--- config.mk ---
export PLATFORM = sky130hd
export DESIGN_NAME = lfps_cfg_regs
export DESIGN_NICKNAME = d
export VERILOG_FILES = /design/src/hw/rtl/line_follow_pid_steering_defines.svh /design/src/hw/rtl/lfps_pkg.sv /design/src/hw/rtl/lfps_cfg_regs.sv
export SDC_FILE = /design/constraint.sdc
export NUM_CORES = 1
export LEC_CHECK = 0
export BUFFER_PORTS_ARGS = -buffer_cell sky130_fd_sc_hd__buf_4
export CAP_MARGIN = 20
export CORE_MARGIN = 10
export CORE_UTILIZATION = 49
export CTS_CLUSTER_SIZE = 16
export DETAILED_ROUTE_END_ITERATION = 6
export PLACE_DENSITY_LB_ADDON = 0.08
export SLEW_MARGIN = 20
export SYNTH_ARGS = -nofsm -noshare
export SYNTH_HDL_FRONTEND = slang
export SYNTH_SLANG_ARGS = --single-unit
--- constraint.sdc ---
create_clock -name clk -period 0.9 [get_ports clk]
set_clock_uncertainty 0.1 [all_clocks]
set_input_delay 0.045 -clock clk [delete_from_list [all_inputs] [get_ports clk]]
set_output_delay 0.045 -clock clk [all_outputs]
set_load 0.03 [all_outputs]
--- src/hw/rtl/line_follow_pid_steering_defines.svh ---
// Assertion macros shared by the line follow steering controller.
// Needs clk and rst_n in the scope where a macro is used.
`ifndef LINE_FOLLOW_PID_STEERING_DEFINES_SVH
`define LINE_FOLLOW_PID_STEERING_DEFINES_SVH

// Consequent must hold in the same cycle as the antecedent.
`define LFPS_ASSERT_SAME(label, ante, cons, msg) \
    label: assert property (@(posedge clk) disable iff (!rst_n) (ante) |-> (cons)) \
        else $error(msg);

// Consequent must hold in the cycle after the antecedent.
`define LFPS_ASSERT_NEXT(label, ante, cons, msg) \
    label: assert property (@(posedge clk) disable iff (!rst_n) (ante) |=> (cons)) \
        else $error(msg);

`endif

--- src/hw/rtl/lfps_pkg.sv ---
// Shared types, constants and the microprogram of the line follow steering controller.
// Used by every module and interface of the block; depends on nothing.
package lfps_pkg;

    localparam int GAIN_FRAC_BITS_DEF = 24;

    localparam int COL_W      = 10;
    localparam int SPD_W      = 9;
    localparam int ANG_W      = 9;
    localparam int CFG_IDX_W  = 4;
    localparam int CFG_DATA_W = 32;
    localparam int GAIN_W     = 32;
    localparam int Q_W        = 11;

    // Register indexes of the configuration port.
    typedef enum logic [CFG_IDX_W-1:0] {
        REG_KP    = 4'd0,
        REG_KI    = 4'd1,
        REG_KD    = 4'd2,
        REG_SPEED = 4'd3,
        REG_SETPT = 4'd4,
        REG_FRAME = 4'd5,
        REG_BASE  = 4'd6,
        REG_SLOW  = 4'd7
    } cfg_idx_t;

    localparam logic [31:0] KP_RESET    = 32'd125829120;
    localparam logic [31:0] KI_RESET    = 32'd84;
    localparam logic [31:0] KD_RESET    = 32'd4194304;
    localparam logic [31:0] SPEED_RESET = 32'd15729;
    localparam logic [8:0]  SETPT_RESET = 9'd107;
    localparam logic [9:0]  FRAME_RESET = 10'd160;
    localparam logic [7:0]  BASE_RESET  = 8'd80;
    localparam logic [5:0]  SLOW_RESET  = 6'd10;

    // Steering and motor limits.
    localparam logic [ANG_W-1:0]        LOW_LIMIT    = 9'd60;
    localparam logic [ANG_W-1:0]        HIGH_LIMIT   = 9'd154;
    localparam logic [ANG_W-1:0]        STEER_MAX    = 9'd511;
    localparam logic signed [11:0]      STEER_MARGIN = 12'sd50;
    localparam logic signed [11:0]      SPEED_LIMIT  = 12'sd255;
    localparam logic signed [SPD_W-1:0] REV_SPEED    = -9'sd100;
    localparam logic [Q_W-1:0]          Q_CAP        = 11'd1024;

    typedef struct packed {
        logic [GAIN_W-1:0] kp;
        logic [GAIN_W-1:0] ki;
        logic [GAIN_W-1:0] kd;
        logic [GAIN_W-1:0] speed;
        logic [8:0]        set_point;
        logic [9:0]        frame_center;
        logic [7:0]        base_speed;
        logic [5:0]        slow_threshold;
    } cfg_t;

    typedef enum logic [2:0] {
        MUL_NONE,
        MUL_KP_E,
        MUL_KD_D,
        MUL_KI_SUM,
        MUL_LO_GM,
        MUL_HI_GM
    } mul_sel_t;

    typedef enum logic [1:0] {
        U_HOLD,
        U_LOAD,
        U_ADD,
        U_ADDSAT
    } u_op_t;

    typedef enum logic [1:0] {
        M_HOLD,
        M_LOAD,
        M_ADD_HI
    } m_op_t;

    typedef enum logic [1:0] {
        EMIT_NONE,
        EMIT_REVERSE,
        EMIT_STOP,
        EMIT_FINAL
    } emit_t;

    typedef enum logic [1:0] {
        J_NEXT,
        J_ALWAYS,
        J_NO_LIMIT
    } jump_t;

    typedef logic [3:0] step_t;

    localparam step_t ST_WAIT    = 4'd0;
    localparam step_t ST_MUL_KP  = 4'd1;
    localparam step_t ST_MUL_KD  = 4'd2;
    localparam step_t ST_MUL_KI  = 4'd3;
    localparam step_t ST_SAT     = 4'd4;
    localparam step_t ST_MAG     = 4'd5;
    localparam step_t ST_STEER   = 4'd6;
    localparam step_t ST_MUL_HI  = 4'd7;
    localparam step_t ST_MOT_ADD = 4'd8;
    localparam step_t ST_MOTOR   = 4'd9;
    localparam step_t ST_REVERSE = 4'd10;
    localparam step_t ST_STOP    = 4'd11;
    localparam step_t ST_FINAL   = 4'd12;

    typedef struct packed {
        logic     take_in;
        mul_sel_t mul_sel;
        u_op_t    u_op;
        logic     latch_mag;
        logic     latch_steer;
        m_op_t    m_op;
        logic     latch_motor;
        emit_t    emit;
        jump_t    jump;
        step_t    target;
    } ctrl_t;

    typedef struct packed {
        logic in_valid;
        logic out_free;
        logic at_limit;
    } status_t;

    localparam ctrl_t CTRL_IDLE = '{
        take_in:     1'b0,
        mul_sel:     MUL_NONE,
        u_op:        U_HOLD,
        latch_mag:   1'b0,
        latch_steer: 1'b0,
        m_op:        M_HOLD,
        latch_motor: 1'b0,
        emit:        EMIT_NONE,
        jump:        J_NEXT,
        target:      ST_WAIT
    };

    // The microprogram: one control word per step.
    function automatic ctrl_t ucode_word(input step_t s);
        ctrl_t w;
        w = CTRL_IDLE;
        case (s)
            ST_WAIT:    w.take_in = 1'b1;
            ST_MUL_KP:  w.mul_sel = MUL_KP_E;
            ST_MUL_KD:
            begin
                w.mul_sel = MUL_KD_D;
                w.u_op    = U_LOAD;
            end
            ST_MUL_KI:
            begin
                w.mul_sel = MUL_KI_SUM;
                w.u_op    = U_ADD;
            end
            ST_SAT:     w.u_op = U_ADDSAT;
            ST_MAG:     w.latch_mag = 1'b1;
            ST_STEER:
            begin
                w.latch_steer = 1'b1;
                w.mul_sel     = MUL_LO_GM;
            end
            ST_MUL_HI:
            begin
                w.mul_sel = MUL_HI_GM;
                w.m_op    = M_LOAD;
            end
            ST_MOT_ADD: w.m_op = M_ADD_HI;
            ST_MOTOR:
            begin
                w.latch_motor = 1'b1;
                w.jump        = J_NO_LIMIT;
                w.target      = ST_FINAL;
            end
            ST_REVERSE: w.emit = EMIT_REVERSE;
            ST_STOP:    w.emit = EMIT_STOP;
            ST_FINAL:
            begin
                w.emit   = EMIT_FINAL;
                w.jump   = J_ALWAYS;
                w.target = ST_WAIT;
            end
            default:
            begin
                w.jump   = J_ALWAYS;
                w.target = ST_WAIT;
            end
        endcase
        return w;
    endfunction

endpackage

--- src/hw/rtl/lfps_cfg_regs.sv ---
// Configuration register file of the steering controller.
// Depends on lfps_pkg for the register indexes, reset values and cfg_t.
module lfps_cfg_regs import lfps_pkg::*;
(
    input  logic                  clk,
    input  logic                  rst_n,
    input  logic                  wr_en,
    input  logic [CFG_IDX_W-1:0]  wr_index,
    input  logic [CFG_DATA_W-1:0] wr_data,
    output cfg_t                  cfg
);

    cfg_t cfg_reg;
    cfg_t cfg_next;

    always_comb
    begin
        cfg_next = cfg_reg;
        if (wr_en)
        begin
            case (wr_index)
                REG_KP:    cfg_next.kp             = wr_data;
                REG_KI:    cfg_next.ki             = wr_data;
                REG_KD:    cfg_next.kd             = wr_data;
                REG_SPEED: cfg_next.speed          = wr_data;
                REG_SETPT: cfg_next.set_point      = wr_data[8:0];
                REG_FRAME: cfg_next.frame_center   = wr_data[9:0];
                REG_BASE:  cfg_next.base_speed     = wr_data[7:0];
                REG_SLOW:  cfg_next.slow_threshold = wr_data[5:0];
                default:   cfg_next = cfg_reg;
            endcase
        end
    end

    always_ff @(posedge clk or negedge rst_n)
    begin
        if (!rst_n)
        begin
            cfg_reg.kp             <= KP_RESET;
            cfg_reg.ki             <= KI_RESET;
            cfg_reg.kd             <= KD_RESET;
            cfg_reg.speed          <= SPEED_RESET;
            cfg_reg.set_point      <= SETPT_RESET;
            cfg_reg.frame_center   <= FRAME_RESET;
            cfg_reg.base_speed     <= BASE_RESET;
            cfg_reg.slow_threshold <= SLOW_RESET;
        end
        else
        begin
            cfg_reg <= cfg_next;
        end
    end

    assign cfg = cfg_reg;

endmodule

==> impl_metrics.py <==
metrics = {
    "layout": {
        "layout_common_cells": "227 x buf_6, 123 x dfrtp_1, 89 x mux2_2, 72 x mux2_4, 71 x buf_4",
        "final_area_um2": 11200,
        "nNetsFinal": 751,
        "drive_gt1_frac": 0.774,
        "final_common_cell": "buf_6",
        "synthToLayoutAreaGrowth_pct": 81.8,
        "finish.utilization": 0.921,
        "diodes": 0,
        "ff_latch_area_um2": 4080,
        "largest_register_ffs": 161,
        "multi_input_area_um2": 2270,
        "n_fill_cell": 384,
    },
    "timing": {
        "setup_viol": 321,
        "slew_violations": 0,
        "min_period_over_period": 1.41,
        "rsz0062_at_grt": "yes",
        "timing.fmax_mhz": 789,
        "max_slew_margin": 0.746,
        "fin_crit_ns": 1.27,
        "fin_ws_ns": -0.368,
        "finalHoldViolations": 4,
        "timing.hold.ws_ns": -0.0740,
        "worst_slew_pin_slew_ns": 0.379,
    },
    "drt": {
        "drc": 0,
        "vias": 4616,
        "wirelength_mm": 22.8,
        "drtPass1Iterations": 4,
        "wl_per_cell_um": 25.6,
        "viasPerCell": 5.17,
        "drt.antenna.violating_nets": 0,
        "drt-initial-drc-count": 264,
    },
    "floorplan": {
        "core_area_um2": 12100,
        "die_area_um2": 17400,
        "core.rowCount": 40,
        "initial_core_util": 0.506,
        "die_x_um": 132,
        "die_h_um": 132,
        "ios": 200,
    },
    "yosys": {
        "syn_area_um2": 6130,
        "syn-num-nets": 389,
        "yosysSeqAreaShare": 0.663,
        "yosys_warnings": 0,
        "syn_area_per_cell_um2": 17.5,
        "ys_seq_elements": 161,
        "yosys.cell_types.count": 16,
        "syn_inst": 350,
    },
    "power_and_ir_drop": {
        "cellPowerDensity_nw_per_um2": 2740,
        "p_leak_nw": 5.38,
        "peakVddDrop_mv": 2.11,
    },
    "placed_design": {
        "port_buffers": 199,
        "dp_hpwl_mm": 11.9,
        "place_area_um2": 8230,
        "pre_cts_ws_ns": -0.533,
        "finalWeightedCongestion": 0.755,
    },
    "status": {
        "failed_checks": "hold timing, setup timing",
        "status": "complete, but fails checks",
    },
    "global_routing": {
        "grt_overflow_total": 0,
        "antenna_found_initial": 0,
        "grt_usage": 0.234,
        "grt_max_degree": 41,
        "grt_pass1_wl_mm": 31.6,
        "grt_pass1_vias": 5189,
    },
    "critical_path": {
        "worstSetupStartpointType": "register",
        "crit_buf_inv": 1,
        "critPathTopFamily": "flip-flops",
        "worst_path_max_delay_cell": "dfstp_2",
        "cpPeakStageDelay_ns": 0.56,
        "path_cells": "buf_6",
        "cp_max_fo": 2,
        "worstPathRequired_ns": 0.75,
        "end_kind": "output port",
        "arrival_ns": 1.12,
        "path_class": "reg2out",
    },
    "run": {
        "cap_viol_max_count": 0,
    },
    "clocking": {
        "cts_tree": "built",
        "clk_latency_ns": 0.42,
        "clkTransAtPathRegs_ns": 0.07,
        "cts_sinks": 161,
        "cts.htree.levels": 4,
        "cts_buffer_depth": 2,
        "holdBufCountCts": 33,
        "cts_inserted_buffers": 17,
        "cts-root-buf": "clkbuf_16",
    },
    "worst_hold_path": {
        "hold_path_class": "in2async",
    },
}
==> Yosys cell counts, drive strengths merged <==
| cell type | instances | share of area |
|---|---|---|
| nand2 | 2 | 0.0012 |
| dfstp | 28 | 0.12 |
| nor2 | 2 | 0.0012 |
| dfrtp | 133 | 0.54 |
| mux2 | 161 | 0.30 |
| and3 | 1 | 0.0010 |
| buf | 16 | 0.024 |
| nor3b | 3 | 0.0063 |
| or3 | 1 | 0.0010 |
| nand3b | 3 | 0.0069 |
==> power by group <==
group / switching (W) / internal, W / leakage, nW
logic: 0.00589 / 0.00650 / 3.18
clock network: 0.00286 / 0.00458 / 0.292
registers: 0.00151 / 0.00918 / 1.91
==> final timing paths <==
check / start / end / slack (ns) / cells after the start
worst max-delay path: cfg[33] / cfg[33] / -0.37 / 1
max in group asynchronous: rst_n / cfg[45] / 0.24 / 3
worst min-delay path: rst_n / cfg[36] / -0.07 / 2
worst min register to register: cfg[65] / cfg[65] / 0.43 / 1
min in group clk: wr_index[0] / cfg[29] / 0.08 / 3
worst max register to register: cfg[51] / cfg[51] / -0.15 / 2
==> area by class of cell <==
cell class,count,share of cell area
clock buffer,26,0.0439
clock inverter,6,0.00943
multi-input combinational,174,0.204
sequential,161,0.366
tap,168,0.0189
timing repair buffer,358,0.359
==> metrics by stage <==
step,TNS (ns),cells,total power (W),hold slack [ns]
2_1_floorplan,-37.58,350,0.0152,-0.351
3_3_place_gp,-72.29,741,0.0192,-0.204
3_5_place_dp,-76.21,741,0.0194,-0.205
4_1_cts,-52.73,855,0.0292,-0.0760
5_1_grt,-66.15,893,0.0315,-0.0809
6_report,-60.95,893,0.0305,-0.0740
==> kinds of logic after synthesis <==
family | count (synthesis) | share of synthesized area
buf+inv | 16 | 0.0239
simple gates | 12 | 0.0178
flops | 161 | 0.663
mux | 161 | 0.296
==> routing by layer <==
layer  global-route usage  share of wire
met1                0.264           0.38
met2                0.407           0.53
met3               0.0838          0.069
met4               0.0655          0.015
met5                    0              0
==> timing repair <==
| action | CTS | global route |
|---|---|---|
| endpoints found under the setup margin | 271 | 322 |
| buffers inserted | 41 | 45 |
| gates resized for setup | 252 | 65 |
| hold endpoints to repair | 322 | 4 |
| gates cloned | 8 | 4 |
| pin swaps | 4 | 3 |
No activity file was read; power rests on OpenSTA's default activity.
