**src/hw/rtl/line_follow_pid_steering_defines.svh**
```systemverilog
// Assertion macros shared by the line follow steering controller.
// Needs clk and rst_n in the scope where a macro is used.
`ifndef LINE_FOLLOW_PID_STEERING_DEFINES_SVH
`define LINE_FOLLOW_PID_STEERING_DEFINES_SVH

// Consequent must hold in the same cycle as the antecedent.
`define LFPS_ASSERT_SAME(label, ante, cons, msg) \
    label: assert property (@(posedge clk) disable iff (!rst_n) (ante) |-> (cons)) \
        else $error(msg);

// Consequent must hold in the cycle after the antecedent.
`define LFPS_ASSERT_NEXT(label, ante, cons, msg) \
    label: assert property (@(posedge clk) disable iff (!rst_n) (ante) |=> (cons)) \
        else $error(msg);

`endif

```
**src/hw/rtl/lfps_pkg.sv**
```systemverilog
// Shared types, constants and the microprogram of the line follow steering controller.
// Used by every module and interface of the block; depends on nothing.
package lfps_pkg;

    localparam int GAIN_FRAC_BITS_DEF = 24;

    localparam int COL_W      = 10;
    localparam int SPD_W      = 9;
    localparam int ANG_W      = 9;
    localparam int CFG_IDX_W  = 4;
    localparam int CFG_DATA_W = 32;
    localparam int GAIN_W     = 32;
    localparam int Q_W        = 11;

    // Register indexes of the configuration port.
    typedef enum logic [CFG_IDX_W-1:0] {
        REG_KP    = 4'd0,
        REG_KI    = 4'd1,
        REG_KD    = 4'd2,
        REG_SPEED = 4'd3,
        REG_SETPT = 4'd4,
        REG_FRAME = 4'd5,
        REG_BASE  = 4'd6,
        REG_SLOW  = 4'd7
    } cfg_idx_t;

    localparam logic [31:0] KP_RESET    = 32'd125829120;
    localparam logic [31:0] KI_RESET    = 32'd84;
    localparam logic [31:0] KD_RESET    = 32'd4194304;
    localparam logic [31:0] SPEED_RESET = 32'd15729;
    localparam logic [8:0]  SETPT_RESET = 9'd107;
    localparam logic [9:0]  FRAME_RESET = 10'd160;
    localparam logic [7:0]  BASE_RESET  = 8'd80;
    localparam logic [5:0]  SLOW_RESET  = 6'd10;

    // Steering and motor limits.
    localparam logic [ANG_W-1:0]        LOW_LIMIT    = 9'd60;
    localparam logic [ANG_W-1:0]        HIGH_LIMIT   = 9'd154;
    localparam logic [ANG_W-1:0]        STEER_MAX    = 9'd511;
    localparam logic signed [11:0]      STEER_MARGIN = 12'sd50;
    localparam logic signed [11:0]      SPEED_LIMIT  = 12'sd255;
    localparam logic signed [SPD_W-1:0] REV_SPEED    = -9'sd100;
    localparam logic [Q_W-1:0]          Q_CAP        = 11'd1024;

    typedef struct packed {
        logic [GAIN_W-1:0] kp;
        logic [GAIN_W-1:0] ki;
        logic [GAIN_W-1:0] kd;
        logic [GAIN_W-1:0] speed;
        logic [8:0]        set_point;
        logic [9:0]        frame_center;
        logic [7:0]        base_speed;
        logic [5:0]        slow_threshold;
    } cfg_t;

    typedef enum logic [2:0] {
        MUL_NONE,
        MUL_KP_E,
        MUL_KD_D,
        MUL_KI_SUM,
        MUL_LO_GM,
        MUL_HI_GM
    } mul_sel_t;

    typedef enum logic [1:0] {
        U_HOLD,
        U_LOAD,
        U_ADD,
        U_ADDSAT
    } u_op_t;

    typedef enum logic [1:0] {
        M_HOLD,
        M_LOAD,
        M_ADD_HI
    } m_op_t;

    typedef enum logic [1:0] {
        EMIT_NONE,
        EMIT_REVERSE,
        EMIT_STOP,
        EMIT_FINAL
    } emit_t;

    typedef enum logic [1:0] {
        J_NEXT,
        J_ALWAYS,
        J_NO_LIMIT
    } jump_t;

    typedef logic [3:0] step_t;

    localparam step_t ST_WAIT    = 4'd0;
    localparam step_t ST_MUL_KP  = 4'd1;
    localparam step_t ST_MUL_KD  = 4'd2;
    localparam step_t ST_MUL_KI  = 4'd3;
    localparam step_t ST_SAT     = 4'd4;
    localparam step_t ST_MAG     = 4'd5;
    localparam step_t ST_STEER   = 4'd6;
    localparam step_t ST_MUL_HI  = 4'd7;
    localparam step_t ST_MOT_ADD = 4'd8;
    localparam step_t ST_MOTOR   = 4'd9;
    localparam step_t ST_REVERSE = 4'd10;
    localparam step_t ST_STOP    = 4'd11;
    localparam step_t ST_FINAL   = 4'd12;

    typedef struct packed {
        logic     take_in;
        mul_sel_t mul_sel;
        u_op_t    u_op;
        logic     latch_mag;
        logic     latch_steer;
        m_op_t    m_op;
        logic     latch_motor;
        emit_t    emit;
        jump_t    jump;
        step_t    target;
    } ctrl_t;

    typedef struct packed {
        logic in_valid;
        logic out_free;
        logic at_limit;
    } status_t;

    localparam ctrl_t CTRL_IDLE = '{
        take_in:     1'b0,
        mul_sel:     MUL_NONE,
        u_op:        U_HOLD,
        latch_mag:   1'b0,
        latch_steer: 1'b0,
        m_op:        M_HOLD,
        latch_motor: 1'b0,
        emit:        EMIT_NONE,
        jump:        J_NEXT,
        target:      ST_WAIT
    };

    // The microprogram: one control word per step.
    function automatic ctrl_t ucode_word(input step_t s);
        ctrl_t w;
        w = CTRL_IDLE;
        case (s)
            ST_WAIT:    w.take_in = 1'b1;
            ST_MUL_KP:  w.mul_sel = MUL_KP_E;
            ST_MUL_KD:
            begin
                w.mul_sel = MUL_KD_D;
                w.u_op    = U_LOAD;
            end
            ST_MUL_KI:
            begin
                w.mul_sel = MUL_KI_SUM;
                w.u_op    = U_ADD;
            end
            ST_SAT:     w.u_op = U_ADDSAT;
            ST_MAG:     w.latch_mag = 1'b1;
            ST_STEER:
            begin
                w.latch_steer = 1'b1;
                w.mul_sel     = MUL_LO_GM;
            end
            ST_MUL_HI:
            begin
                w.mul_sel = MUL_HI_GM;
                w.m_op    = M_LOAD;
            end
            ST_MOT_ADD: w.m_op = M_ADD_HI;
            ST_MOTOR:
            begin
                w.latch_motor = 1'b1;
                w.jump        = J_NO_LIMIT;
                w.target      = ST_FINAL;
            end
            ST_REVERSE: w.emit = EMIT_REVERSE;
            ST_STOP:    w.emit = EMIT_STOP;
            ST_FINAL:
            begin
                w.emit   = EMIT_FINAL;
                w.jump   = J_ALWAYS;
                w.target = ST_WAIT;
            end
            default:
            begin
                w.jump   = J_ALWAYS;
                w.target = ST_WAIT;
            end
        endcase
        return w;
    endfunction

endpackage

```
**src/hw/rtl/lfps_seq.sv**
```systemverilog
// Microcode sequencer: step counter, program table lookup and conditional jumps.
// Depends on lfps_pkg for ctrl_t, status_t and the microprogram.
module lfps_seq import lfps_pkg::*;
(
    input  logic    clk,
    input  logic    rst_n,
    input  status_t status,
    output ctrl_t   ctrl
);

    step_t step_reg;
    step_t step_next;
    logic  stall;
    logic  jump_taken;

    assign ctrl = ucode_word(step_reg);

    // A step that waits on a handshake holds until the handshake can complete.
    assign stall = (ctrl.take_in && !status.in_valid) ||
                   ((ctrl.emit != EMIT_NONE) && !status.out_free);

    assign jump_taken = (ctrl.jump == J_ALWAYS) ||
                        ((ctrl.jump == J_NO_LIMIT) && !status.at_limit);

    always_comb
    begin
        if (stall)
        begin
            step_next = step_reg;
        end
        else if (jump_taken)
        begin
            step_next = ctrl.target;
        end
        else
        begin
            step_next = step_reg + 4'd1;
        end
    end

    always_ff @(posedge clk or negedge rst_n)
    begin
        if (!rst_n)
        begin
            step_reg <= ST_WAIT;
        end
        else
        begin
            step_reg <= step_next;
        end
    end

endmodule

```
**config.mk**
```make
export PLATFORM = sky130hd
export DESIGN_NAME = lfps_seq
export DESIGN_NICKNAME = d
export VERILOG_FILES = /design/src/hw/rtl/line_follow_pid_steering_defines.svh /design/src/hw/rtl/lfps_pkg.sv /design/src/hw/rtl/lfps_seq.sv
export SDC_FILE = /design/constraint.sdc
export NUM_CORES = 1
export LEC_CHECK = 0
export BUFFER_PORTS_ARGS = -buffer_cell sky130_fd_sc_hd__buf_2
export CORE_AREA = 2 2 39 41
export CTS_CLUSTER_DIAMETER = 60
export CTS_CLUSTER_SIZE = 40
export DETAILED_ROUTE_END_ITERATION = 12
export DIE_AREA = 0 0 41 43
export GPL_ROUTABILITY_DRIVEN = 0
export PLACE_DENSITY = 0.66
export SETUP_SLACK_MARGIN = 0.05
export SYNTH_ARGS = -nofsm -noshare
export SYNTH_HDL_FRONTEND = slang
export SYNTH_SLANG_ARGS = --single-unit
```
**constraint.sdc**
```tcl
create_clock -name clk -period 3.18 [get_ports clk]
set_clock_uncertainty 0.05 [all_clocks]
set_input_delay 0.318 -clock clk [delete_from_list [all_inputs] [get_ports clk]]
set_output_delay 0.318 -clock clk [all_outputs]
set_load 0.02 [all_outputs]
```
==> impl_results.md <==
- Outcome: finished clean
- Final period utilization: 69.61%
- Crit path from: step_reg[1]
- H-tree levels: 1
- First-pass iteration count of the detailed router: 6
- Initial DRC count: 7
- R2R setup slack: 1.44 ns
- GRT Util Overall: 13.18%
- Die H: 43 um
- Asr flop ratio synth: 100.0%
- Initial Util: 36.44%
- Max FFs per register: 4
- Critical Path Max Stage Delay: 0.60 ns
- Initial antenna violation count: 0
- R2R depth: 5
- Ys flop type: dfrtp_1
- Final WS setup: 0.9663 ns
- Final slew viol count: 0
- Crit path capture type: output pin
- Antenna diodes: 0
- Avg Vias per Cell: 5.000
- Fmax: 451.7 MHz
- Area Overhead vs Synth: 21.34%
- Minimum clock period: 2.214 ns
- Critical Path, Cell by Cell: inv_1, ha_1, or4_1, nand2_1, buf_2
- Max VDD drop: 0.4229 mV
- Number of global-route vias before repair: 405
- Slowest-stage cell, CP: or4_1
- Core Rows: 14
- Required @ worst endpoint: 2.81 ns
- DRT antenna net count: 0
- # IOs: 24
- Global-route wire length before repair: 1635 um
- Pwr dens: 1011 nW/um^2
- Die X: 41 um
- Mapped Area: 504.2 um^2
- Setup tns final: 0 ns
- TritonCTS clock tree: done
- WP data arrival: 1.85 ns
- EDFF count, synth: 0
- Pin count of the biggest net entering global routing: 18
- CTS max path bufs: 2
- DPL Wire Length: 839.6 um
- Synthesized area per cell: 8.266 um^2
- Reg2reg end: step_reg[0]
- RSZ-0062 raised after global routing: false
- Die area: 1763 um^2
- Dpl ws: 1.226 ns
- Post-synthesis register bit count: 4
- DRC: 0
- Placeable Area: 1384 um^2
- Final hold viol count: 0
- Final count of negative-setup-slack endpoints: 0
- Overflow after GRT: 0
- Cells after synthesis: 61
- Critical path class: reg -> out
- Clk_lat worst skew: 0.23 ns
- CP Max Fanout: 6
- Nets: 90
- Critical R2R Launch: step_reg[1]
- Register area share after synthesis: 19.85%
- Clock buffer count from CTS: 3
- Ratio of cells with drive above 1 in the final layout: 35.44%
- Hold WC Path Type: in -> async
- Startpoint types: register
- Number of max-cap violations: 0
- DR vias: 475
- Leak Pwr: 0.3334 nW
- Yosys warns: 0
- Yosys cell types: 30
- WL final: 1074 um
- Clock Sinks: 4
- IO Port Bufs: 21
- Reg clk slew, reported paths: 0.04 ns
- CTS root buffer: clkbuf_4
- Drt wl/cell: 11.31 um
power by group:
part           total [W]  internal [W]  switching, W
Combinational   0.000445      0.000176      0.000269
Sequential      0.000112     0.0000723     0.0000400
Clock          0.0000614     0.0000421     0.0000193
worst max-delay path by stage:
stage          endpoint  slack [ns]
2_1_floorplan   ctrl[4]        1.40
3_3_place_gp    ctrl[4]        1.25
3_5_place_dp    ctrl[4]        1.23
4_1_cts         ctrl[4]        0.97
5_1_grt         ctrl[4]        0.85
6_report        ctrl[4]        0.97
synthesized netlist by cell type, drive strengths merged (2+ instances only):
cell / count / share of area [%]
nand4: 2 / 2.5
buf: 7 / 9.9
nor2: 6 / 4.5
mux2i: 4 / 7.9
nor2b: 3 / 3.7
inv: 5 / 3.7
nand2: 2 / 1.5
or3: 2 / 3.5
dfrtp: 4 / 20
a32oi: 2 / 7.2
nand3: 2 / 2.0
and2: 2 / 2.5
nor3: 3 / 3.0
and3: 2 / 2.5
ha: 4 / 9.9
what timing repair did:
| action | CTS | global route |
|---|---|---|
| hold endpoints to repair | 4 | 0 |
| hold buffers | 1 | 0 |
| resized for setup | 0 | 0 |
| setup buffers | 0 | 0 |
final cells by class:
class / count / area [um^2]
Clock buffer: 3 / 22.52
Tap cell: 16 / 20.02
Inverter: 5 / 18.77
Timing Repair Buffer: 22 / 115.1
Fill cell: 144 / 772.0
Multi-Input combinational cell: 45 / 335.3
Sequential cell: 4 / 100.1
routing by layer:
| layer | GRT usage (%) | wire length (um) | up-vias |
|---|---|---|---|
| met3 | 4.712 | 74 | 0 |
| met1 | 15.21 | 453 | 216 |
| li1 | - | - | 241 |
| met2 | 22.50 | 546 | 18 |
| met4 | 2.000 | 0 | 0 |
| met5 | 0 | 0 | - |
cells in the final DEF (no fill, tap or decap):
cell	n
nor2_1	6
or3_4	1
inv_2	1
o2bb2ai_1	1
dlygate4sd3_1	1
and2_1	2
xor2_1	1
a32oi_4	1
o21ai_0	1
nand2b_1	1
ha_1	4
nor2b_1	3
nor3b_2	1
nand2_1	2
or3_1	1
buf_2	21
nand4_1	2
or4_1	1
conb_1	2
nand4bb_1	1
nand3_1	2
inv_1	4
dfrtp_1	4
a21oi_1	1
a32oi_1	1
clkbuf_4	3
nor3_1	3
o211ai_1	1
and3_1	2
mux2i_1	4
metrics by stage:
| step | total power, W | cells | hold WS, ns | utilization, % | area [um^2] |
|---|---|---|---|---|---|
| after floorplan | 0.0004591 | 62 | -0.02759 | - | 508.0 |
| after global placement | 0.0005512 | 91 | 0.07743 | 41.86 | 579.3 |
| after detailed placement | 0.0005570 | 91 | 0.07740 | 41.86 | 579.3 |
| after CTS | 0.0006240 | 95 | 0.3659 | 44.21 | 611.8 |
| after global routing | 0.0006746 | 95 | 0.3809 | 44.21 | 611.8 |
| final | 0.0006185 | 95 | 0.3693 | 44.21 | 611.8 |
worst max-delay path: cells and delay by family (launching register included):
kind / cells / cell delay, ns
adders and majority gates: 1 / 0.26
buffers and inverters: 2 / 0.25
DFF: 1 / 0.38
and+or+nand+nor: 2 / 0.72
kinds of logic after synthesis:
| logic type | count (synthesis) | share of synthesized area, % |
|---|---|---|
| xor gates and xnor gates | 1 | 1.737 |
| and+or+nand+nor | 28 | 33.00 |
| muxes | 4 | 7.941 |
| AOI/OAI and AO/OA | 6 | 12.41 |
| other | 1 | 0.7437 |
| DFF | 4 | 19.85 |
| buffers and inverters | 13 | 14.39 |
| adders and majority gates | 4 | 9.926 |
Note: power is estimated with default switching activity, not from simulation.
